<file path="src/hdl/banked_mmu_address_translator_defines.svh">
// Assertion macros shared by the banked MMU address translator RTL.
// Included by the modules that carry concurrent assertions; no other dependencies.
`ifndef BANKED_MMU_ADDRESS_TRANSLATOR_DEFINES_SVH
`define BANKED_MMU_ADDRESS_TRANSLATOR_DEFINES_SVH

`ifndef SYNTHESIS

// The property must hold at every clock edge outside reset.
`define BMMU_ASSERT(lbl, clk, rst_n, prop) \
  lbl: assert property (@(posedge clk) disable iff (!rst_n) (prop)) \
    else $error("bmmu assertion failed");

// The condition must never be true at a clock edge outside reset.
`define BMMU_ASSERT_NEVER(lbl, clk, rst_n, cond) \
  lbl: assert property (@(posedge clk) disable iff (!rst_n) !(cond)) \
    else $error("bmmu forbidden condition seen");

`else

`define BMMU_ASSERT(lbl, clk, rst_n, prop)
`define BMMU_ASSERT_NEVER(lbl, clk, rst_n, cond)

`endif

`endif

</file>
<file path="src/hdl/bmmu_pkg.sv">
// Types, codes and size tables shared by the banked MMU address translator.
// No dependencies.
`timescale 1ns / 1ps

package bmmu_pkg;

  // Result target codes.
  typedef enum logic [2:0] {
    TGT_RAM  = 3'd0,
    TGT_IROM = 3'd1,
    TGT_CROM = 3'd2,
    TGT_IO   = 3'd3,
    TGT_DROP = 3'd4,
    TGT_REG  = 3'd5
  } target_e;

  // Input operation codes.
  typedef enum logic {
    OP_ACCESS  = 1'b0,
    OP_BANK_WR = 1'b1
  } op_e;

  // Classification that the front end hands to the back end.
  typedef enum logic [1:0] {
    KIND_PAGE = 2'd0,
    KIND_IO   = 2'd1,
    KIND_VEC  = 2'd2,
    KIND_REG  = 2'd3
  } kind_e;

  // ROM layout codes.
  typedef enum logic [1:0] {
    ROM_MAP_SPLIT_A = 2'd0,
    ROM_MAP_SPLIT_B = 2'd1,
    ROM_MAP_INT32   = 2'd2,
    ROM_MAP_CART32  = 2'd3
  } rom_map_e;

  // Configuration register indexes (byte address is four times the index).
  typedef enum logic [2:0] {
    REG_RAM_SIZE    = 3'd0,
    REG_MMU_ENABLE  = 3'd1,
    REG_MMU_TASK    = 3'd2,
    REG_RAM_VECTORS = 3'd3,
    REG_ROM_MAP     = 3'd4,
    REG_MAP_TYPE    = 3'd5,
    REG_MMU_PREFIX  = 3'd6,
    REG_UNUSED      = 3'd7
  } reg_idx_e;

  localparam logic [15:0] IO_BASE     = 16'hFF00;
  localparam logic [15:0] VECTOR_BASE = 16'hFE00;
  localparam int unsigned OFS_W       = 13;
  localparam int unsigned PAGE_W      = 10;
  localparam int unsigned SIZE_W      = 6;
  localparam logic [1:0]  RAM_SIZE_RST = 2'd1;

  typedef struct packed {
    logic [1:0] ram_size;
    logic       mmu_enable;
    logic       mmu_task;
    logic       ram_vectors;
    logic [1:0] rom_map;
    logic       map_type;
    logic [1:0] mmu_prefix;
  } cfg_t;

  typedef struct packed {
    kind_e               kind;
    logic [PAGE_W-1:0]   page;
    logic [15:0]         address;
    logic                is_write;
    logic [7:0]          wdata;
  } entry_t;

  function automatic logic [PAGE_W-1:0] size_mask(input logic [1:0] sz);
    logic [PAGE_W-1:0] m;
    case (sz)
      2'd0:    m = 10'd15;
      2'd1:    m = 10'd63;
      2'd2:    m = 10'd255;
      default: m = 10'd1023;
    endcase
    return m;
  endfunction

  function automatic logic [SIZE_W-1:0] fixed_base(input logic [1:0] sz);
    logic [SIZE_W-1:0] b;
    case (sz)
      2'd0:    b = 6'd8;
      default: b = 6'd56;
    endcase
    return b;
  endfunction

  function automatic logic [SIZE_W-1:0] top_page(input logic [1:0] sz);
    logic [SIZE_W-1:0] t;
    case (sz)
      2'd0:    t = 6'd15;
      default: t = 6'd63;
    endcase
    return t;
  endfunction

  function automatic logic [SIZE_W-1:0] low_page(input logic [1:0] sz);
    logic [SIZE_W-1:0] l;
    case (sz)
      2'd0:    l = 6'd12;
      default: l = 6'd60;
    endcase
    return l;
  endfunction

endpackage

</file>
<file path="src/hdl/bmmu_front.sv">
// Front end: accepts transactions, holds the bank register table and classifies
// each transaction into a queue entry. Depends on bmmu_pkg.
`timescale 1ns / 1ps

module bmmu_front (
  input  logic                 clk_i,
  input  logic                 rst_ni,
  input  bmmu_pkg::cfg_t       cfg_i,
  input  logic                 in_valid_i,
  output logic                 in_stall_o,
  input  logic                 op_i,
  input  logic [15:0]          address_i,
  input  logic                 is_write_i,
  input  logic [3:0]           reg_index_i,
  input  logic [7:0]           data_byte_i,
  input  logic                 full_i,
  output logic                 push_o,
  output bmmu_pkg::entry_t     entry_o
);

  logic [bmmu_pkg::PAGE_W-1:0] bank_q [16];
  logic [3:0]                  rd_idx;
  logic [bmmu_pkg::PAGE_W-1:0] mask;
  logic [bmmu_pkg::PAGE_W-1:0] bank_wr_val;
  logic                        bank_wr;

  assign in_stall_o = full_i;
  assign push_o     = in_valid_i && !full_i;
  assign mask       = bmmu_pkg::size_mask(cfg_i.ram_size);
  assign bank_wr_val = {cfg_i.mmu_prefix, data_byte_i & mask[7:0]};
  assign bank_wr    = push_o && (op_i == bmmu_pkg::OP_BANK_WR);
  assign rd_idx     = {cfg_i.mmu_task, address_i[15:13]};

  // Bank registers reset to the fixed page map of the default RAM size.
  always_ff @(posedge clk_i or negedge rst_ni) begin
    if (!rst_ni) begin
      for (int i = 0; i < 16; i++) begin
        bank_q[i] <= bmmu_pkg::PAGE_W'(i % 8)
                     + bmmu_pkg::PAGE_W'(bmmu_pkg::fixed_base(bmmu_pkg::RAM_SIZE_RST));
      end
    end else if (bank_wr) begin
      bank_q[reg_index_i] <= bank_wr_val;
    end
  end

  always_comb begin
    entry_o.address  = address_i;
    entry_o.is_write = is_write_i;
    entry_o.wdata    = is_write_i ? data_byte_i : 8'd0;
    if (cfg_i.mmu_enable) begin
      entry_o.page = bank_q[rd_idx];
    end else begin
      entry_o.page = bmmu_pkg::PAGE_W'({3'd0, address_i[15:13]})
                     + bmmu_pkg::PAGE_W'(bmmu_pkg::fixed_base(cfg_i.ram_size));
    end
    if (op_i == bmmu_pkg::OP_BANK_WR) begin
      entry_o.kind = bmmu_pkg::KIND_REG;
    end else if (address_i >= bmmu_pkg::IO_BASE) begin
      entry_o.kind = bmmu_pkg::KIND_IO;
    end else if (address_i >= bmmu_pkg::VECTOR_BASE && cfg_i.ram_vectors) begin
      entry_o.kind = bmmu_pkg::KIND_VEC;
    end else begin
      entry_o.kind = bmmu_pkg::KIND_PAGE;
    end
  end

endmodule

</file>
<file path="src/hdl/bmmu_queue.sv">
// Small first-in first-out queue of classified entries between front and back end.
// Depends on bmmu_pkg and the assertion macro header.
`timescale 1ns / 1ps
`include "banked_mmu_address_translator_defines.svh"

module bmmu_queue #(
  parameter int unsigned DEPTH = 2
) (
  input  logic              clk_i,
  input  logic              rst_ni,
  input  logic              push_i,
  input  bmmu_pkg::entry_t  entry_i,
  output logic              full_o,
  output logic              valid_o,
  input  logic              pop_i,
  output bmmu_pkg::entry_t  entry_o
);

  localparam int unsigned PTR_W = (DEPTH > 1) ? $clog2(DEPTH) : 1;
  localparam int unsigned CNT_W = $clog2(DEPTH + 1);
  localparam logic [PTR_W-1:0] LAST = PTR_W'(DEPTH - 1);

  bmmu_pkg::entry_t  mem_q [DEPTH];
  logic [PTR_W-1:0]  wr_ptr_q, wr_ptr_d;
  logic [PTR_W-1:0]  rd_ptr_q, rd_ptr_d;
  logic [CNT_W-1:0]  cnt_q, cnt_d;

  assign full_o  = (cnt_q == CNT_W'(DEPTH));
  assign valid_o = (cnt_q != '0);
  assign entry_o = mem_q[rd_ptr_q];

  always_comb begin
    wr_ptr_d = wr_ptr_q;
    rd_ptr_d = rd_ptr_q;
    cnt_d    = cnt_q;
    if (push_i) begin
      wr_ptr_d = (wr_ptr_q == LAST) ? '0 : wr_ptr_q + 1'b1;
    end
    if (pop_i) begin
      rd_ptr_d = (rd_ptr_q == LAST) ? '0 : rd_ptr_q + 1'b1;
    end
    if (push_i && !pop_i) begin
      cnt_d = cnt_q + 1'b1;
    end else if (pop_i && !push_i) begin
      cnt_d = cnt_q - 1'b1;
    end
  end

  always_ff @(posedge clk_i or negedge rst_ni) begin
    if (!rst_ni) begin
      wr_ptr_q <= '0;
      rd_ptr_q <= '0;
      cnt_q    <= '0;
    end else begin
      wr_ptr_q <= wr_ptr_d;
      rd_ptr_q <= rd_ptr_d;
      cnt_q    <= cnt_d;
    end
  end

  always_ff @(posedge clk_i) begin
    if (push_i) begin
      mem_q[wr_ptr_q] <= entry_i;
    end
  end

  `BMMU_ASSERT_NEVER(a_no_overflow, clk_i, rst_ni, push_i && full_o)
  `BMMU_ASSERT_NEVER(a_no_underflow, clk_i, rst_ni, pop_i && !valid_o)
  `BMMU_ASSERT(a_cnt_bounded, clk_i, rst_ni, cnt_q <= CNT_W'(DEPTH))
  `BMMU_ASSERT(a_ptr_gap, clk_i, rst_ni,
    (cnt_q == '0 || cnt_q == CNT_W'(DEPTH)) |-> (wr_ptr_q == rd_ptr_q))

endmodule

</file>
<file path="src/hdl/bmmu_back.sv">
// Back end: resolves the ROM window, builds the physical address and holds the
// result in the output register. Depends on bmmu_pkg and the assertion macro header.
`timescale 1ns / 1ps
`include "banked_mmu_address_translator_defines.svh"

module bmmu_back (
  input  logic              clk_i,
  input  logic              rst_ni,
  input  bmmu_pkg::cfg_t    cfg_i,
  input  logic              q_valid_i,
  input  bmmu_pkg::entry_t  q_entry_i,
  output logic              pop_o,
  output logic              out_valid_o,
  input  logic              out_stall_i,
  output logic [2:0]        target_o,
  output logic [22:0]       phys_addr_o,
  output logic [7:0]        write_data_o
);

  logic                        out_valid_q;
  bmmu_pkg::target_e           target_q, target_d;
  logic [22:0]                 phys_q, phys_d;
  logic [7:0]                  wdata_q, wdata_d;

  logic [bmmu_pkg::PAGE_W-1:0] page;
  logic [bmmu_pkg::PAGE_W-1:0] lo;
  logic [bmmu_pkg::PAGE_W-1:0] hi;
  logic [bmmu_pkg::PAGE_W-1:0] slot_full;
  logic [1:0]                  slot;
  logic [bmmu_pkg::OFS_W-1:0]  ofs;
  logic                        rom_hit;

  assign page      = q_entry_i.page;
  assign ofs       = q_entry_i.address[bmmu_pkg::OFS_W-1:0];
  assign lo        = bmmu_pkg::PAGE_W'(bmmu_pkg::low_page(cfg_i.ram_size));
  assign hi        = bmmu_pkg::PAGE_W'(bmmu_pkg::top_page(cfg_i.ram_size));
  assign slot_full = page - lo;
  assign slot      = slot_full[1:0];
  assign rom_hit   = !cfg_i.map_type && (page >= lo) && (page <= hi);

  always_comb begin
    target_d = bmmu_pkg::TGT_RAM;
    phys_d   = '0;
    wdata_d  = '0;
    case (q_entry_i.kind)
      bmmu_pkg::KIND_REG: begin
        target_d = bmmu_pkg::TGT_REG;
      end
      bmmu_pkg::KIND_IO: begin
        target_d = bmmu_pkg::TGT_IO;
        phys_d   = {7'd0, q_entry_i.address};
        wdata_d  = q_entry_i.wdata;
      end
      bmmu_pkg::KIND_VEC: begin
        target_d = bmmu_pkg::TGT_RAM;
        phys_d   = {hi, ofs};
        wdata_d  = q_entry_i.wdata;
      end
      default: begin
        if (!rom_hit) begin
          target_d = bmmu_pkg::TGT_RAM;
          phys_d   = {page & bmmu_pkg::size_mask(cfg_i.ram_size), ofs};
          wdata_d  = q_entry_i.wdata;
        end else if (q_entry_i.is_write) begin
          target_d = bmmu_pkg::TGT_DROP;
        end else if (cfg_i.rom_map == bmmu_pkg::ROM_MAP_INT32) begin
          target_d = bmmu_pkg::TGT_IROM;
          phys_d   = {8'd0, slot, ofs};
        end else if (slot[1]) begin
          // Outside the internal 32K layout, the upper two ROM pages map to the bottom of the cartridge.
          target_d = bmmu_pkg::TGT_CROM;
          phys_d   = {8'd0, 1'b0, slot[0], ofs};
        end else if (cfg_i.rom_map == bmmu_pkg::ROM_MAP_CART32) begin
          target_d = bmmu_pkg::TGT_CROM;
          phys_d   = {8'd0, 1'b1, slot[0], ofs};
        end else begin
          target_d = bmmu_pkg::TGT_IROM;
          phys_d   = {8'd0, slot, ofs};
        end
      end
    endcase
  end

  assign pop_o = q_valid_i && (!out_valid_q || !out_stall_i);

  always_ff @(posedge clk_i or negedge rst_ni) begin
    if (!rst_ni) begin
      out_valid_q <= 1'b0;
    end else if (pop_o) begin
      out_valid_q <= 1'b1;
    end else if (!out_stall_i) begin
      out_valid_q <= 1'b0;
    end
  end

  always_ff @(posedge clk_i) begin
    if (pop_o) begin
      target_q <= target_d;
      phys_q   <= phys_d;
      wdata_q  <= wdata_d;
    end
  end

  assign out_valid_o  = out_valid_q;
  assign target_o     = target_q;
  assign phys_addr_o  = phys_q;
  assign write_data_o = wdata_q;

  `BMMU_ASSERT(a_drop_clean, clk_i, rst_ni,
    (out_valid_q && target_q == bmmu_pkg::TGT_DROP) |-> (phys_q == '0 && wdata_q == '0))
  `BMMU_ASSERT(a_rom_no_data, clk_i, rst_ni,
    (out_valid_q && (target_q == bmmu_pkg::TGT_IROM || target_q == bmmu_pkg::TGT_CROM))
    |-> (wdata_q == '0 && phys_q[22:15] == '0))
  `BMMU_ASSERT(a_reg_clean, clk_i, rst_ni,
    (out_valid_q && target_q == bmmu_pkg::TGT_REG) |-> (phys_q == '0 && wdata_q == '0))
  `BMMU_ASSERT(a_hold_on_stall, clk_i, rst_ni,
    (out_valid_q && out_stall_i) |=> (out_valid_q && $stable(phys_q) && $stable(wdata_q)))

endmodule

</file>
<file path="src/hdl/banked_mmu_address_translator.sv">
// Banked MMU address translator top level: configuration registers, APB-style port,
// and the front end, entry queue and back end. Depends on bmmu_pkg and the bmmu modules.
`timescale 1ns / 1ps

// Translates one CPU byte access or bank register write per transaction into a
// target (RAM, internal ROM, cartridge ROM, I/O, dropped write, register
// written), a 23-bit physical address and the write byte. The block sustains one
// transaction per clock cycle when nothing stalls: the front end looks up the bank
// register table in the cycle a transaction is accepted and writes a classified
// entry into a short queue, and the back end takes the entry from the queue,
// resolves the ROM window and loads the output register, which presents the result
// until it is taken with out_stall_i low. The queue lets input acceptance
// continue while a finished result waits on out_stall_i; in_stall_o rises only
// once the queue (QUEUE_DEPTH entries) is full. Bank register writes take effect
// for the very next transaction. Configuration registers sit at byte addresses
// 0, 4, ..., 24 and must only be written while no transaction is in flight.
// There is no clearing pass after reset: the sixteen bank registers reset
// directly to the fixed page map of the default 512K RAM size.

module banked_mmu_address_translator #(
  parameter int unsigned QUEUE_DEPTH = 2
) (
  input  logic        clk_i,
  input  logic        rst_ni,
  // Configuration port.
  input  logic        psel,
  input  logic        penable,
  input  logic        pwrite,
  input  logic [4:0]  paddr,
  input  logic [31:0] pwdata,
  output logic [31:0] prdata,
  output logic        pready,
  // Input channel.
  input  logic        in_valid_i,
  output logic        in_stall_o,
  input  logic        op_i,
  input  logic [15:0] address_i,
  input  logic        is_write_i,
  input  logic [3:0]  reg_index_i,
  input  logic [7:0]  data_byte_i,
  // Output channel.
  output logic        out_valid_o,
  input  logic        out_stall_i,
  output logic [2:0]  target_o,
  output logic [22:0] phys_addr_o,
  output logic [7:0]  write_data_o
);

  bmmu_pkg::cfg_t     cfg_q;
  bmmu_pkg::reg_idx_e reg_idx;
  logic               cfg_wr;

  logic               push;
  logic               full;
  logic               q_valid;
  logic               pop;
  bmmu_pkg::entry_t   push_entry;
  bmmu_pkg::entry_t   pop_entry;

  // The port never inserts wait states.
  assign pready  = 1'b1;
  assign reg_idx = bmmu_pkg::reg_idx_e'(paddr[4:2]);
  assign cfg_wr  = psel && penable && pwrite && pready;

  // Each register keeps only its own width of the written value; writes to the
  // unused address are ignored.
  always_ff @(posedge clk_i or negedge rst_ni) begin
    if (!rst_ni) begin
      cfg_q.ram_size    <= bmmu_pkg::RAM_SIZE_RST;
      cfg_q.mmu_enable  <= 1'b0;
      cfg_q.mmu_task    <= 1'b0;
      cfg_q.ram_vectors <= 1'b0;
      cfg_q.rom_map     <= 2'd0;
      cfg_q.map_type    <= 1'b0;
      cfg_q.mmu_prefix  <= 2'd0;
    end else if (cfg_wr) begin
      case (reg_idx)
        bmmu_pkg::REG_RAM_SIZE:    cfg_q.ram_size    <= pwdata[1:0];
        bmmu_pkg::REG_MMU_ENABLE:  cfg_q.mmu_enable  <= pwdata[0];
        bmmu_pkg::REG_MMU_TASK:    cfg_q.mmu_task    <= pwdata[0];
        bmmu_pkg::REG_RAM_VECTORS: cfg_q.ram_vectors <= pwdata[0];
        bmmu_pkg::REG_ROM_MAP:     cfg_q.rom_map     <= pwdata[1:0];
        bmmu_pkg::REG_MAP_TYPE:    cfg_q.map_type    <= pwdata[0];
        bmmu_pkg::REG_MMU_PREFIX:  cfg_q.mmu_prefix  <= pwdata[1:0];
        default: begin
        end
      endcase
    end
  end

  always_comb begin
    case (reg_idx)
      bmmu_pkg::REG_RAM_SIZE:    prdata = {30'd0, cfg_q.ram_size};
      bmmu_pkg::REG_MMU_ENABLE:  prdata = {31'd0, cfg_q.mmu_enable};
      bmmu_pkg::REG_MMU_TASK:    prdata = {31'd0, cfg_q.mmu_task};
      bmmu_pkg::REG_RAM_VECTORS: prdata = {31'd0, cfg_q.ram_vectors};
      bmmu_pkg::REG_ROM_MAP:     prdata = {30'd0, cfg_q.rom_map};
      bmmu_pkg::REG_MAP_TYPE:    prdata = {31'd0, cfg_q.map_type};
      bmmu_pkg::REG_MMU_PREFIX:  prdata = {30'd0, cfg_q.mmu_prefix};
      default:                   prdata = 32'd0;
    endcase
  end

  // Front end: accepts a transaction whenever the queue has room, updates the
  // bank registers on register writes and picks the page for accesses.
  bmmu_front u_front (
    .clk_i       (clk_i),
    .rst_ni      (rst_ni),
    .cfg_i       (cfg_q),
    .in_valid_i  (in_valid_i),
    .in_stall_o  (in_stall_o),
    .op_i        (op_i),
    .address_i   (address_i),
    .is_write_i  (is_write_i),
    .reg_index_i (reg_index_i),
    .data_byte_i (data_byte_i),
    .full_i      (full),
    .push_o      (push),
    .entry_o     (push_entry)
  );

  bmmu_queue #(
    .DEPTH (QUEUE_DEPTH)
  ) u_queue (
    .clk_i   (clk_i),
    .rst_ni  (rst_ni),
    .push_i  (push),
    .entry_i (push_entry),
    .full_o  (full),
    .valid_o (q_valid),
    .pop_i   (pop),
    .entry_o (pop_entry)
  );

  // Back end: decodes the ROM window and drives the registered result.
  bmmu_back u_back (
    .clk_i        (clk_i),
    .rst_ni       (rst_ni),
    .cfg_i        (cfg_q),
    .q_valid_i    (q_valid),
    .q_entry_i    (pop_entry),
    .pop_o        (pop),
    .out_valid_o  (out_valid_o),
    .out_stall_i  (out_stall_i),
    .target_o     (target_o),
    .phys_addr_o  (phys_addr_o),
    .write_data_o (write_data_o)
  );

endmodule

</file>
<file path="config.mk">
export PLATFORM = sky130hd
export DESIGN_NAME = banked_mmu_address_translator
export DESIGN_NICKNAME = d
export VERILOG_FILES = /design/src/hdl/bmmu_pkg.sv /design/src/hdl/bmmu_front.sv /design/src/hdl/bmmu_queue.sv /design/src/hdl/bmmu_back.sv /design/src/hdl/banked_mmu_address_translator.sv
export VERILOG_INCLUDE_DIRS = /design/src /design/src/hdl
export SDC_FILE = /design/constraint.sdc
export NUM_CORES = 1
export LEC_CHECK = 0
export ABC_AREA = 1
export BUFFER_PORTS_ARGS = -buffer_cell sky130_fd_sc_hd__buf_2
export CORE_MARGIN = 2
export CORE_UTILIZATION = 65
export CTS_BUF_LIST = sky130_fd_sc_hd__clkbuf_8
export CTS_CLUSTER_DIAMETER = 200
export DETAILED_ROUTE_END_ITERATION = 6
export GPL_TIMING_DRIVEN = 0
export PLACE_DENSITY = 0.87
export SETUP_SLACK_MARGIN = 0.3
export SLEW_MARGIN = 10
export SYNTH_ARGS = -nofsm -noshare
export SYNTH_HDL_FRONTEND = slang
export SYNTH_HIERARCHICAL = 1
export SYNTH_SLANG_ARGS = --single-unit
</file>
<file path="constraint.sdc">
create_clock -name clk_i -period 6.4 [get_ports clk_i]
set_input_delay 1.28 -clock clk_i [delete_from_list [all_inputs] [get_ports clk_i]]
set_output_delay 1.28 -clock clk_i [all_outputs]
set_load 0.01 [all_outputs]
</file>
# Word level (Yosys, flattened, before mapping)
# Memory sizes are Yosys's and may differ from the RTL's.
# Cells that the tools add are included.
# word_totals
ff_bits	209
ramBits	74
inputBits	74
out_inout_bits	69
memories	1
# memory_table
memory	depth	word_bits	rd	rd_clocked_by_memory_dff	wr	line_no	rtl
u_queue.mem_q	2	37	1	0	1	bmmu_queue.sv:23	bmmu_pkg::entry_t mem_q [DEPTH];
# op_classes
addsub	6
order_cmp	7
eq_ne	15
n_mux	41
bitwise	4
n_reduce_logical	31
# ops
operator	count
$bwmux 160	1
$mux 23	4
$pmux 23 s3	1
$mux 10	6
$bmux 10 s4	1
$demux 10 s4	1
$ge 16x16->1 const B	2
$pmux 10 s3	1
$mux 6	4
$mux 8	2
$pmux 8 s2	1
$mux 15	1
$pmux 2 s7	1
$reduce_and 2->1	7
$eq 2x2->1 const B	6
$mux 2	6
$mux 3	4
$logic_and 1x1->1	11
$and 10x10->10	1
$ge 10x6->1	1
$ge 5x5->1 const B	2
$le 10x6->1	1
$not 4->5	2
$eq 3x3->1 const B	3
20 further kinds	34

# Logic depth before layout (Yosys ltp)
# Gate-level depths: netlist of run 1.
# depth
depth_word	10
mapped_depth	13
depth_no_buf	11

# Hierarchy
# The synthesis of run 1 kept the hierarchy.
# by_module_without_submodules
module	instances	cells_each	area_each_um2	seq_area_each_um2
bmmu_front	1	1019	7973.9	4093.9
bmmu_queue	1	140	2959.1	2322.2
bmmu_back	1	182	1756.7	1046.0
banked_mmu_address_translator	1	110	805.8	251.5

# Worst setup path before layout of run 1
# Ideal clock, no wire load.
# synth_path
path_type	input port to flip-flop
from	input port out_stall_i
to	register u_queue.cnt_q[1]
arrival_ns	3.799
required_time_ns	6.283
slack_ns	2.484
cell_stages	7
path_cell_list	a21oi_1 -> inv_1 -> ha_1 -> inv_1 -> nand3_1 -> nand2_1 -> nand2_1
# synth_via
elab_chain_len	6
elab_cells_between_ends	8
cone_classes	mux (1); reduce/logical (7)
# synth_lines
element	line_no	rtl
start, declared	banked_mmu_address_translator.sv:43	input logic out_stall_i,
$logic_not 1->1 (*)	bmmu_back.sv:84	assign pop_o = q_valid_i && (!out_valid_q || !out_stall_i);
$logic_or 1x1->1 (*)	bmmu_back.sv:84	
$logic_and 1x1->1 (*)	bmmu_back.sv:84	
$logic_not 1->1	bmmu_queue.sv:42	if (push_i && !pop_i) begin
$logic_and 1x1->1	bmmu_queue.sv:42	
$mux 2 / $reduce_bool 2->1 (equally long branches)	n/a	
end signal, assigned	bmmu_queue.sv:57	cnt_q <= cnt_d;
end, declared	bmmu_queue.sv:26	logic [CNT_W-1:0] cnt_q, cnt_d;
# Every way passes the cells marked *; elsewhere a longest branch is shown, timed or not.
# A chain may end at the register's enable or synchronous reset.

# Final worst setup path of run 1
# layout_path
from	input port paddr[4]
to	output port prdata[0]
# layout_via
elab_chain_len	2
elab_cells_between_ends	8
cone_classes	eq/ne (6); mux (1); reduce/logical (1)
# layout_lines
element	line_no	rtl
start, declared	banked_mmu_address_translator.sv:29	input logic [4:0] paddr,
$eq 3x3->1, or another cell as far along	banked_mmu_address_translator.sv:92	case (reg_idx)
$pmux 2 s7 (*)	banked_mmu_address_translator.sv:92	
end, declared	banked_mmu_address_translator.sv:31	output logic [31:0] prdata,
# Marked as above.

==> impl_metrics.sql, run 1 <==
INSERT INTO impl_metrics (metric_group, metric, value, unit) VALUES
('synth', 'synth.area.top_cells', 'edfxtp_1, dfrtp_1, dfstp_2', ''),
('clock_tree', 'cts-root-to-sink-buffers', '3', ''),
('power', 'seq_power_share', '46.2', '%'),
('setup_path', 'critPathTopFamily', 'buffers and inverters', ''),
('global_route', 'global_route.usage.met1', '43.4', '%'),
('floorplan', 'die_height', '148', 'um'),
('synth', 'yosys.cell_count.top_type', 'nand2_1', ''),
('synth', 'synth_async_sr_flop_share', '61.8', '%'),
('global_route', 'number_of_global_route_vias_before_repair', '10800', ''),
('floorplan', 'chipWidth', '148', 'um'),
('synth', 'post_synth_num_cell_types', '40', ''),
('sta', 'timing_hold_violations_final', '0', ''),
('global_route', 'grt_start_max_net_pins', '94', ''),
('synth', 'synthesis.instances', '1451', ''),
('sta', 'worst-slew-pin-transition', '893', 'ps'),
('synth', 'synth_largest_type_area_fraction', '24.0', '%'),
('sta', 'fin_worst_setup_slack', '3050', 'ps'),
('final_layout', 'multi_input_comb_area', '4620', 'sq um'),
('final_layout', 'filler_cell_count', '1401', ''),
('place', 'placedCellCount', '1822', ''),
('clock_tree', 'number_of_clock_buffers_inserted_by_tritoncts', '46', ''),
('clock_tree', 'htree_num_levels', '2', ''),
('final_layout', 'share_of_post_route_cells_with_drive_strength_above_1', '23.6', '%'),
('synth', 'number_of_enable_type_register_cells_in_the_synthesized_netlist', '108', ''),
('final_layout', 'seq_area', '7710', 'sq um'),
('power', 'power_density', '389', 'nW/um^2'),
('global_route', 'grt_most_used_layer', 'met2', ''),
('place', 'place_hpwl', '25100', 'um'),
('floorplan', 'row_count', '52', ''),
('clock_tree', 'cts.sinks', '283', ''),
('routing', 'routed-via-count', '10900', ''),
('final_layout', 'synthToLayoutAreaGrowth', '13.5', '%'),
('routing', 'postRouteWirelength', '37800', 'um'),
('setup_path', 'timing.critical_path.to_type', 'output port', ''),
('place', 'detailedPlace.worstSlack', '3100', 'ps'),
('global_route', 'grt_first_pass_wirelength', '58600', 'um'),
('clock_tree', 'hold_buf_count_cts', '0', ''),
('clock_tree', 'insertion_delay', '560', 'ps'),
('synth', 'synth_top_cells_by_count', 'nand2_1, o21ai_1, inv_1, edfxtp_1, dfrtp_1', ''),
('clock_tree', 'clock_tree_from_tritoncts', 'done', ''),
('setup_path', 'worstPathMaxFanout', '10', ''),
('setup_path', 'crit_path_max_cell_delay', '190', 'ps'),
('power', 'combinationalPowerShare', '27.9', '%'),
('synth', 'dominant_cell_type_by_area_after_synthesis', 'edfxtp_1', ''),
('floorplan', 'floorplan.initialDensity', '66.5', '%'),
('clock_tree', 'clk_pin_slew_worst_paths', '60', 'ps'),
('routing', 'firstDrtPassIters', '6', ''),
('floorplan', 'ioPinCount', '143', ''),
('power', 'power.internal', '0.00399', 'W'),
('sta', 'worst_clock_skew', '18.1', 'ps'),
('floorplan', 'full_die_area', '21900', 'sq um'),
('sta', 'timing.final.crit_share', '52.3', '%'),
('global_route', 'antenna_found_initial', '1', ''),
('synth', 'sequential_area_share_after_synthesis', '57.2', '%'),
('global_route', 'gr-usage-all-layers', '35.0', '%'),
('global_route', 'gr-total-overflow', '0', ''),
('outcome', 'outcome', 'finished, final reports clean', ''),
('synth', 'postSynthRegisterBits', '283', ''),
('job', 'drv_cap', '0', ''),
('setup_path', 'timing.setup.critical_path_class', 'in2out', ''),
('setup_path', 'path_cells', 'buf_2 -> inv_1 -> nand3_1 -> nand2_1 -> nor2_1 -> nand2_1 -> buf_2', ''),
('sta', 'final-setup-viol-count', '0', ''),
('setup_path', 'start_kind', 'input pin', ''),
('sta', 'clock.fmax', '0.299', 'GHz'),
('power', 'clock_power_share', '25.9', '%'),
('synth', 'synth-main-ff-cell', 'edfxtp_1', ''),
('routing', 'ant_nets', '0', ''),
('global_route', 'met2_track_utilization_from_global_routing', '59.1', '%'),
('routing', 'detail_route.wl_per_cell', '19.8', 'um'),
('setup_path', 'cpMaxStageDelayCell', 'buf_2', ''),
('final_layout', 'layout.nets', '1681', '');
-- path summary, 6_finish.rpt --
path	slack, ps	from	end	cells past startpoint
setup reg to reg	3740	u_queue/rd_ptr_q	u_back/phys_addr_o[2]	13
min in group asynchronous	720	rst_ni	u_front/bank_q[38]	1
hold / removal	470	u_front/bank_q[144]	u_front/bank_q[144]	2
setup / recovery	3050	paddr[4]	prdata[0]	7
hold reg to reg	470	u_front/bank_q[144]	u_front/bank_q[144]	2
max in group asynchronous	4820	rst_ni	u_front/bank_q[92]	2
-- state kept, by name, indices dropped and copies added, names as in the netlist, 2 cells and up --
name / cells
u_front/bank_q: 160
u_queue/mem_q: 74
u_back/phys_addr_o: 23
cfg_q: 10
u_back/write_data_o: 8
u_back/target_o: 3
u_queue/cnt_q: 2
-- worst reg2reg max path: cells and delay by family, from the launching register on --
| kind | cells | cell delay, ps |
|---|---|---|
| fa+ha+maj | 1 | 310 |
| buf+inv | 4 | 600 |
| flops | 1 | 380 |
| mux | 1 | 330 |
| simple gates | 7 | 770 |
-- cell families after synthesis --
group | after synthesis | synth area share, %
muxes | 37 | 3.64
AOI/OAI and AO/OA | 233 | 9.05
other | 2 | 0.0556
buffers and inverters | 251 | 9.57
DFF | 283 | 57.2
xor gates and xnor gates | 3 | 0.195
adders and majority gates | 7 | 0.649
and+or+nand+nor | 635 | 19.7
-- final cells by class --
class	instances	share of cell area (%)
sequential	283	50.4
buffer	133	5.54
tap	270	2.21
multi-input combinational	946	30.2
clock buffer	55	4.94
inverter	118	2.89
clock inverter	31	1.04
antenna	1	0.0163
timing repair buffer	72	2.86
-- stage by stage --
| step | utilization (%) | total power [W] | cell area, sq um |
|---|---|---|---|
| after floorplan | - | 0.00382 | 13600 |
| after global placement | 70.4 | 0.00424 | 14300 |
| after detailed placement | 70.9 | 0.00437 | 14400 |
| after CTS | 75.4 | 0.00594 | 15300 |
| after global routing | 75.5 | 0.00624 | 15300 |
| final | 75.5 | 0.00596 | 15300 |
-- power by group through the flow --
stage | Sequential, W | Combinational, W | Clock [W]
floorplan | 0.00277 | 0.00105 | 0
global placement | 0.00275 | 0.00149 | 0
detailed placement | 0.00277 | 0.00161 | 0
CTS | 0.00275 | 0.00164 | 0.00155
global route | 0.00279 | 0.00182 | 0.00164
finish | 0.00275 | 0.00166 | 0.00154
-- cells in the final DEF (no fill, tap or decap), drive strengths merged --
master,instances
clkinv,5
mux2,37
nor2,91
diode,1
edfxtp,108
clkbuf,80
o22ai,1
bufinv,1
nand3b,1
nand4,12
a21oi,22
nor3,6
conb,31
dfrtp,102
buf,180
inv,141
o21ai,196
xnor2,1
nor4,1
ha,7
xor2,2
clkinvlp,2
dfstp,73
nand2,430
o21bai,1
nand3,94
a21boi,8
o211ai,5
-- layer usage --
metal  routed length, um  part of all wire [%]  vias up
met4                1940                   5.1        0
met5                   0                     0        -
met3                3600                   9.5      163
met2               18400                    49      664
met1               13900                    37     5150
li1                    -                     -     4961
(Power assumes the default switching activity.)
==> inputs of run 2 (changes only) <==
- ABC_AREA: 1 -> 0
- CORE_UTILIZATION: 65 -> 61
- PLACE_DENSITY: 0.87 -> 0.82
- clock period: 6.4 -> 3.2 ns (I/O delays scaled with it)
==> impl_metrics.sql, run 2 <==
INSERT INTO impl_metrics (metric_group, metric, value, unit) VALUES
('floorplan', 'die_height', '150', 'um'),
('outcome', 'outcome', 'finished, final reports clean', ''),
('clock_tree', 'clk_pin_slew_worst_paths', '70', 'ps'),
('setup_path', 'worstPathMaxFanout', '10', ''),
('power', 'power.internal', '0.00800', 'W'),
('global_route', 'gr-total-overflow', '0', ''),
('final_layout', 'insertedDiodeCount', '0', ''),
('global_route', 'antenna_found_initial', '0', ''),
('place', 'placed_cell_area', '14000', 'sq um'),
('clock_tree', 'cts.sinks', '283', ''),
('final_layout', 'filler_cell_count', '1382', ''),
('floorplan', 'row_count', '53', ''),
('power', 'peakVddDrop', '0.000461', 'V'),
('setup_path', 'path_cells', 'buf_6 -> buf_6 -> mux2_4 -> ha_1 -> nand4bb_1 -> nor3_4 -> nand3_1 -> and3_1', ''),
('floorplan', 'chipWidth', '150', 'um'),
('global_route', 'grt_start_max_net_pins', '111', ''),
('place', 'place.port_buffers', '64', ''),
('routing', 'ant_nets', '0', ''),
('sta', 'rsz0062_at_grt', 'no', ''),
('clock_tree', 'number_of_clock_buffers_inserted_by_tritoncts', '45', ''),
('final_layout', 'synthToLayoutAreaGrowth', '13.4', '%'),
('clock_tree', 'clock_tree_from_tritoncts', 'done', ''),
('clock_tree', 'insertion_delay', '550', 'ps'),
('routing', 'detail_route.wl_per_cell', '21.1', 'um'),
('synth', 'synthesis.instances', '859', ''),
('power', 'switchingPower', '0.00322', 'W'),
('final_layout', 'share_of_post_route_cells_with_drive_strength_above_1', '49.9', '%'),
('sta', 'worst-slew-pin-transition', '958', 'ps'),
('synth', 'synth-simple-area-share', '7.11', '%'),
('clock_tree', 'cts-resized-gates', '0', ''),
('power', 'seq_power_share', '48.0', '%'),
('clock_tree', 'hold_buf_count_cts', '0', ''),
('routing', 'met2_length', '13800', 'um'),
('routing', 'postRouteWirelength', '27800', 'um'),
('routing', 'detailedRoute.firstIterationViolations', '467', ''),
('clock_tree', 'cts-root-to-sink-buffers', '3', ''),
('setup_path', 'timing.setup.critical_path_class', 'reg2reg', ''),
('synth', 'dominant_cell_type_by_area_after_synthesis', 'edfxtp_1', ''),
('synth', 'synth_async_sr_flop_share', '61.8', '%'),
('synth', 'synth-main-ff-cell', 'edfxtp_1', ''),
('setup_path', 'crit_path_max_cell_delay', '380', 'ps'),
('global_route', 'grt_first_pass_wirelength', '43300', 'um'),
('sta', 'period_minus_slack', '2800', 'ps'),
('synth', 'synth.area.top_cells', 'edfxtp_1, dfrtp_1, dfstp_2', ''),
('power', 'clock_power_share', '25.6', '%'),
('power', 'power.total', '0.0112', 'W'),
('sta', 'fin_worst_hold_slack', '50.5', 'ps'),
('final_layout', 'final_standard_cell_utilization_of_the_core', '70.6', '%'),
('setup_path', 'most_used_cell_cp', 'buf_6', ''),
('setup_path', 'regToRegSetupSlack', '400', 'ps'),
('power', 'power_density', '757', 'nW/um^2'),
('clock_tree', 'post-cts-setup-buffers', '0', ''),
('routing', 'routed-via-count', '7639', ''),
('synth', 'post_synth_mux_area_share', '24.6', '%'),
('synth', 'synth_largest_type_area_fraction', '24.8', '%'),
('setup_path', 'r2r-end', 'u_back/write_data_o[6]', ''),
('sta', 'drv_slew', '0', ''),
('sta', 'timing.final.crit_share', '87.5', '%'),
('setup_path', 'crit_required', '3500', 'ps'),
('synth', 'number_of_enable_type_register_cells_in_the_synthesized_netlist', '108', ''),
('floorplan', 'ioPinCount', '143', ''),
('synth', 'post_synth_fa_ha_maj_area_fraction', '0.670', '%'),
('hold_path', 'hold_path.class', 'in2async', ''),
('sta', 'clock.fmax', '0.357', 'GHz'),
('synth', 'sequential_area_share_after_synthesis', '59.0', '%'),
('final_layout', 'layout.nets', '1084', ''),
('synth', 'compound_gate_fraction_of_synth_area', '3.37', '%'),
('routing', 'firstDrtPassIters', '5', ''),
('synth', 'post_synth_num_cell_types', '59', ''),
('synth', 'synth_top_family_by_area', 'multiplexers', ''),
('synth', 'postSynthRegisterBits', '283', ''),
('clock_tree', 'htree_num_levels', '2', ''),
('place', 'detailedPlace.worstSlack', '135', 'ps'),
('global_route', 'gr-usage-all-layers', '25.4', '%'),
('place', 'globalplace.congestion', '0.812', ''),
('job', 'drv_cap', '0', ''),
('routing', 'top_signal_layer_used', 'met4', ''),
('synth', 'post_synth_instance_area', '13100', 'sq um'),
('power', 'netSwitchingFraction', '28.7', '%'),
('final_layout', 'largest_register_ff_count', '160', ''),
('final_layout', 'layout.cells.most_common_list', 'mux2_2, edfxtp_1, dfrtp_1', ''),
('setup_path', 'worstRegToRegCells', '8', ''),
('routing', 'wire_length_the_detailed_router_placed_on_met1', '11600', 'um'),
('clock_tree', 'cts.root.buffer_cell', 'clkbuf_8', ''),
('final_layout', 'layout.cells.most_common', 'mux2_2', ''),
('power', 'combinationalPowerShare', '26.4', '%'),
('routing', 'drt_via_density', '5.81', ''),
('setup_path', 'start_kind', 'flip-flop', ''),
('setup_path', 'r2r_start', 'u_queue/rd_ptr_q', ''),
('synth', 'synth-warning-count', '6', ''),
('synth', 'synth_top_cells_by_count', 'mux2_2, edfxtp_1, dfrtp_1, dfstp_2, buf_4', ''),
('final_layout', 'regMostFlops', 'u_front/bank_q', ''),
('synth', 'synth-xor-area-share', '0.335', '%'),
('synth', 'yosys.cell_count.top_type', 'mux2_2', ''),
('place', 'place_hpwl', '19000', 'um'),
('floorplan', 'full_die_area', '22600', 'sq um'),
('sta', 'fin_worst_setup_slack', '401', 'ps'),
('sta', 'slew-limit-headroom', '35.9', '%'),
('setup_path', 'cpMaxStageDelayCell', 'dfrtp_1', ''),
('setup_path', 'arrival', '3100', 'ps'),
('final_layout', 'final_area', '14800', 'sq um'),
('sta', 'final-setup-viol-count', '0', ''),
('synth', 'syn-mean-instance-area', '15.2', 'sq um'),
('routing', 'drc_errors', '0', ''),
('floorplan', 'core_area', '21000', 'sq um'),
('power', 'power.leakage', '6.37', 'nW'),
('floorplan', 'floorplan.initialDensity', '62.2', '%'),
('global_route', 'number_of_global_route_vias_before_repair', '7813', ''),
('sta', 'worst_clock_skew', '22.8', 'ps'),
('routing', 'met3_length', '1660', 'um'),
('setup_path', 'timing.critical_path.to_type', 'flip-flop', ''),
('sta', 'timing_hold_violations_final', '0', '');
[run 2: how the worst max path moves through the flow]
stage / slack [ps] / cells after the start / to / startpoint
floorplan: 760 / 6 / u_queue/cnt_q[1] / out_stall_i
global placement: -1230 / 1 / u_queue/rd_ptr_q / rst_ni
detailed placement: 140 / 6 / u_queue/mem_q[0][31] / address_i[15]
CTS: 450 / 8 / u_back/write_data_o[2] / u_queue/rd_ptr_q
global route: 340 / 8 / u_back/write_data_o[2] / u_queue/rd_ptr_q
finish: 400 / 8 / u_back/write_data_o[6] / u_queue/rd_ptr_q
[run 2: logic make-up (layout without fill, tap and decap cells)]
family / Yosys count / in the layout
flops: 283 / 283
simple gates: 155 / 155
buf+inv: 102 / 253
compound gates: 69 / 69
mux: 236 / 236
other cells: 2 / 31
fa+ha+maj: 7 / 7
xor+xnor: 5 / 5
[run 2: area by class of cell]
class                           instances  area [sq um]  area share, %
Inverter                                7          26.3          0.177
Tap cell                              275           344           2.32
Timing Repair Buffer                   68           418           2.82
Sequential cell                       283          7710           52.0
Clock buffer                           53           729           4.92
Buffer                                 95           613           4.13
Clock inverter                         30           130          0.877
Multi-Input combinational cell        503          4860           32.7
[run 2: power groups by stage]
stage,Clock [W],Sequential [W],Combinational [W]
4_1_cts,0.00294,0.00539,0.00297
2_1_floorplan,0,0.00544,0.00200
3_3_place_gp,0,0.00541,0.00277
3_5_place_dp,0,0.00545,0.00295
5_1_grt,0.00309,0.00548,0.00322
6_report,0.00287,0.00539,0.00297
[run 2: per-stage QoR]
step,std cells,setup TNS [ps]
after floorplan,888,0
after global placement,1227,-136940
after detailed placement,1231,0
after CTS,1314,0
after global routing,1314,0
final,1314,0
[run 2: critical path: cells and delay by family (launching register included)]
kind | cells | cell delay (ps)
adders and majority gates | 1 | 290
DFF | 1 | 380
muxes | 1 | 330
buffers and inverters | 2 | 380
and+or+nand+nor | 4 | 1170
[run 2: layer usage]
layer  GRT usage, %  vias to the layer above
met5              0                        -
met2           42.1                      278
li1               -                     3411
met4           8.54                        0
met1           34.7                     3896
met3           4.09                       54
==> inputs of run 3 (changes only) <==
- GPL_TIMING_DRIVEN: 0 -> not set
- PLACE_DENSITY: 0.82 -> 0.9
==> impl_metrics.sql, run 3 (synthesis results as in run 2) <==
INSERT INTO impl_metrics (metric_group, metric, value, unit) VALUES
('clock_tree', 'number_of_clock_buffers_inserted_by_tritoncts', '45', ''),
('power', 'peakVddDrop', '0.000390', 'V'),
('setup_path', 'arrival', '3020', 'ps'),
('clock_tree', 'post-cts-setup-buffers', '0', ''),
('sta', 'period_minus_slack', '2710', 'ps'),
('setup_path', 'crit_path_max_cell_delay', '680', 'ps'),
('setup_path', 'start_kind', 'flip-flop', ''),
('hold_path', 'hold_path.class', 'in2async', ''),
('setup_path', 'r2r_start', 'u_queue/rd_ptr_q', ''),
('sta', 'timing.final.crit_share', '84.5', '%'),
('routing', 'routed-via-count', '7540', ''),
('setup_path', 'crit_required', '3510', 'ps'),
('clock_tree', 'htree_num_levels', '2', ''),
('routing', 'detailedRoute.firstIterationViolations', '538', ''),
('place', 'place_hpwl', '17800', 'um'),
('setup_path', 'timing.critical_path.to_type', 'flip-flop', ''),
('final_layout', 'synthToLayoutAreaGrowth', '10.6', '%'),
('clock_tree', 'cts-resized-gates', '0', ''),
('setup_path', 'worst-path-buf-inv', '0', ''),
('sta', 'final-setup-viol-count', '0', ''),
('place', 'place.port_buffers', '79', ''),
('floorplan', 'die_height', '150', 'um'),
('clock_tree', 'hold_buf_count_cts', '0', ''),
('floorplan', 'row_count', '53', ''),
('sta', 'slew-limit-headroom', '47.4', '%'),
('clock_tree', 'cts.sinks', '283', ''),
('power', 'power_density', '782', 'nW/um^2'),
('power', 'power.leakage', '6.14', 'nW'),
('final_layout', 'layout.cells.most_common', 'mux2_2', ''),
('final_layout', 'layout.cells.most_common_list', 'mux2_2, edfxtp_1, dfrtp_1', ''),
('outcome', 'outcome', 'finished, final reports clean', ''),
('sta', 'worst_clock_skew', '22.9', 'ps'),
('final_layout', 'final_standard_cell_utilization_of_the_core', '68.8', '%'),
('sta', 'worst-slew-pin-transition', '781', 'ps'),
('sta', 'clock.fmax', '0.370', 'GHz'),
('setup_path', 'critPathTopFamily', 'simple AND/OR/NAND/NOR gates', ''),
('setup_path', 'timing.setup.critical_path_class', 'reg2reg', ''),
('job', 'drv_cap', '0', ''),
('sta', 'timing_hold_violations_final', '0', ''),
('place', 'globalplace.congestion', '0.852', ''),
('clock_tree', 'cts.root.buffer_cell', 'clkbuf_8', ''),
('clock_tree', 'clock_tree_from_tritoncts', 'done', ''),
('global_route', 'grt_first_pass_wirelength', '43000', 'um'),
('clock_tree', 'clk_pin_slew_worst_paths', '60', 'ps'),
('global_route', 'number_of_global_route_vias_before_repair', '7905', ''),
('clock_tree', 'insertion_delay', '560', 'ps'),
('final_layout', 'insertedDiodeCount', '0', ''),
('global_route', 'gr-total-overflow', '0', ''),
('setup_path', 'regToRegSetupSlack', '490', 'ps'),
('floorplan', 'full_die_area', '22600', 'sq um'),
('final_layout', 'filler_cell_count', '1335', ''),
('setup_path', 'worstPathMaxFanout', '17', ''),
('setup_path', 'r2r-end', 'u_back/phys_addr_o[18]', ''),
('floorplan', 'ioPinCount', '143', ''),
('routing', 'firstDrtPassIters', '7', ''),
('sta', 'setup-tns-final', '0', 'ps'),
('floorplan', 'core_area', '21000', 'sq um'),
('routing', 'ant_nets', '0', ''),
('setup_path', 'cpMaxStageDelayCell', 'dfrtp_2', ''),
('final_layout', 'regMostFlops', 'u_front/bank_q', ''),
('final_layout', 'share_of_post_route_cells_with_drive_strength_above_1', '50.1', '%'),
('global_route', 'gr-usage-all-layers', '25.1', '%'),
('floorplan', 'chipWidth', '150', 'um'),
('routing', 'detail_route.wl_per_cell', '21.6', 'um'),
('routing', 'drt_via_density', '6.00', ''),
('sta', 'rsz0062_at_grt', 'no', ''),
('floorplan', 'floorplan.initialDensity', '62.2', '%'),
('sta', 'drv_slew', '0', ''),
('clock_tree', 'cts-root-to-sink-buffers', '3', ''),
('routing', 'drc_errors', '0', ''),
('setup_path', 'path_cells', 'mux2_4 -> ha_1 -> nand4bb_1 -> nor3_4 -> nand2_1 -> a31o_2', ''),
('final_layout', 'layout.nets', '1026', ''),
('final_layout', 'largest_register_ff_count', '160', ''),
('routing', 'postRouteWirelength', '27200', 'um'),
('global_route', 'antenna_found_initial', '0', ''),
('setup_path', 'worstRegToRegCells', '6', ''),
('global_route', 'grt_start_max_net_pins', '69', '');
run 3: cell count changes in the layout (fill, tap and decap cells not counted), sizes merged:
cell | previous run | this run
buf | 146 | 105
bufinv | 0 | 1
clkbuf | 70 | 53
clkinv | 9 | 17
inv | 27 | 19
run 3: worst max path at each step:
stage	startpoint	cells after the start	to	slack, ps
2_1_floorplan	out_stall_i	6	u_queue/cnt_q[1]	760
3_3_place_gp	address_i[13]	5	u_queue/mem_q[0][27]	550
3_5_place_dp	address_i[13]	5	u_queue/mem_q[0][28]	510
4_1_cts	u_queue/rd_ptr_q	6	u_back/write_data_o[2]	550
5_1_grt	u_queue/rd_ptr_q	6	u_back/write_data_o[6]	430
6_report	u_queue/rd_ptr_q	6	u_back/phys_addr_o[18]	490
run 3: routing by layer:
metal	GRT usage, %	share of wire (%)	vias to the layer above
li1	-	-	3294
met4	9.67	3.4	0
met2	40.5	48	381
met1	33.8	41	3782
met3	5.27	8.1	83
met5	0	0	-
run 3: area by class of cell:
| type | count | area, sq um | share of cell area, % |
|---|---|---|---|
| well taps | 275 | 344 | 2.38 |
| inverters | 7 | 26.3 | 0.182 |
| repair buffers | 105 | 622 | 4.30 |
| clock buffers | 53 | 729 | 5.04 |
| flip-flops and latches | 283 | 7710 | 53.3 |
| clock inverters | 31 | 175 | 1.21 |
| multi-input cells | 503 | 4860 | 33.6 |
run 3: through the flow:
step	total power (W)	setup slack [ps]	cells	hold WS [ps]	cell area, sq um
global placement	0.00809	549	1173	459	13600
finish	0.0113	495	1257	59.6	14500
detailed placement	0.00828	508	1173	471	13600
CTS	0.0114	546	1257	86.4	14500
floorplan	0.00744	760	888	344	13200
global route	0.0119	430	1257	110	14500
run 3: power breakdown:
| part | leakage (nW) | switching (W) | total [W] | internal, W |
|---|---|---|---|---|
| registers | 3.15 | 0.000488 | 0.00549 | 0.00500 |
| clock network | 0.513 | 0.00143 | 0.00303 | 0.00161 |
| logic | 2.47 | 0.00141 | 0.00279 | 0.00139 |
| total | 6.14 | 0.00332 | 0.0113 | 0.00800 |
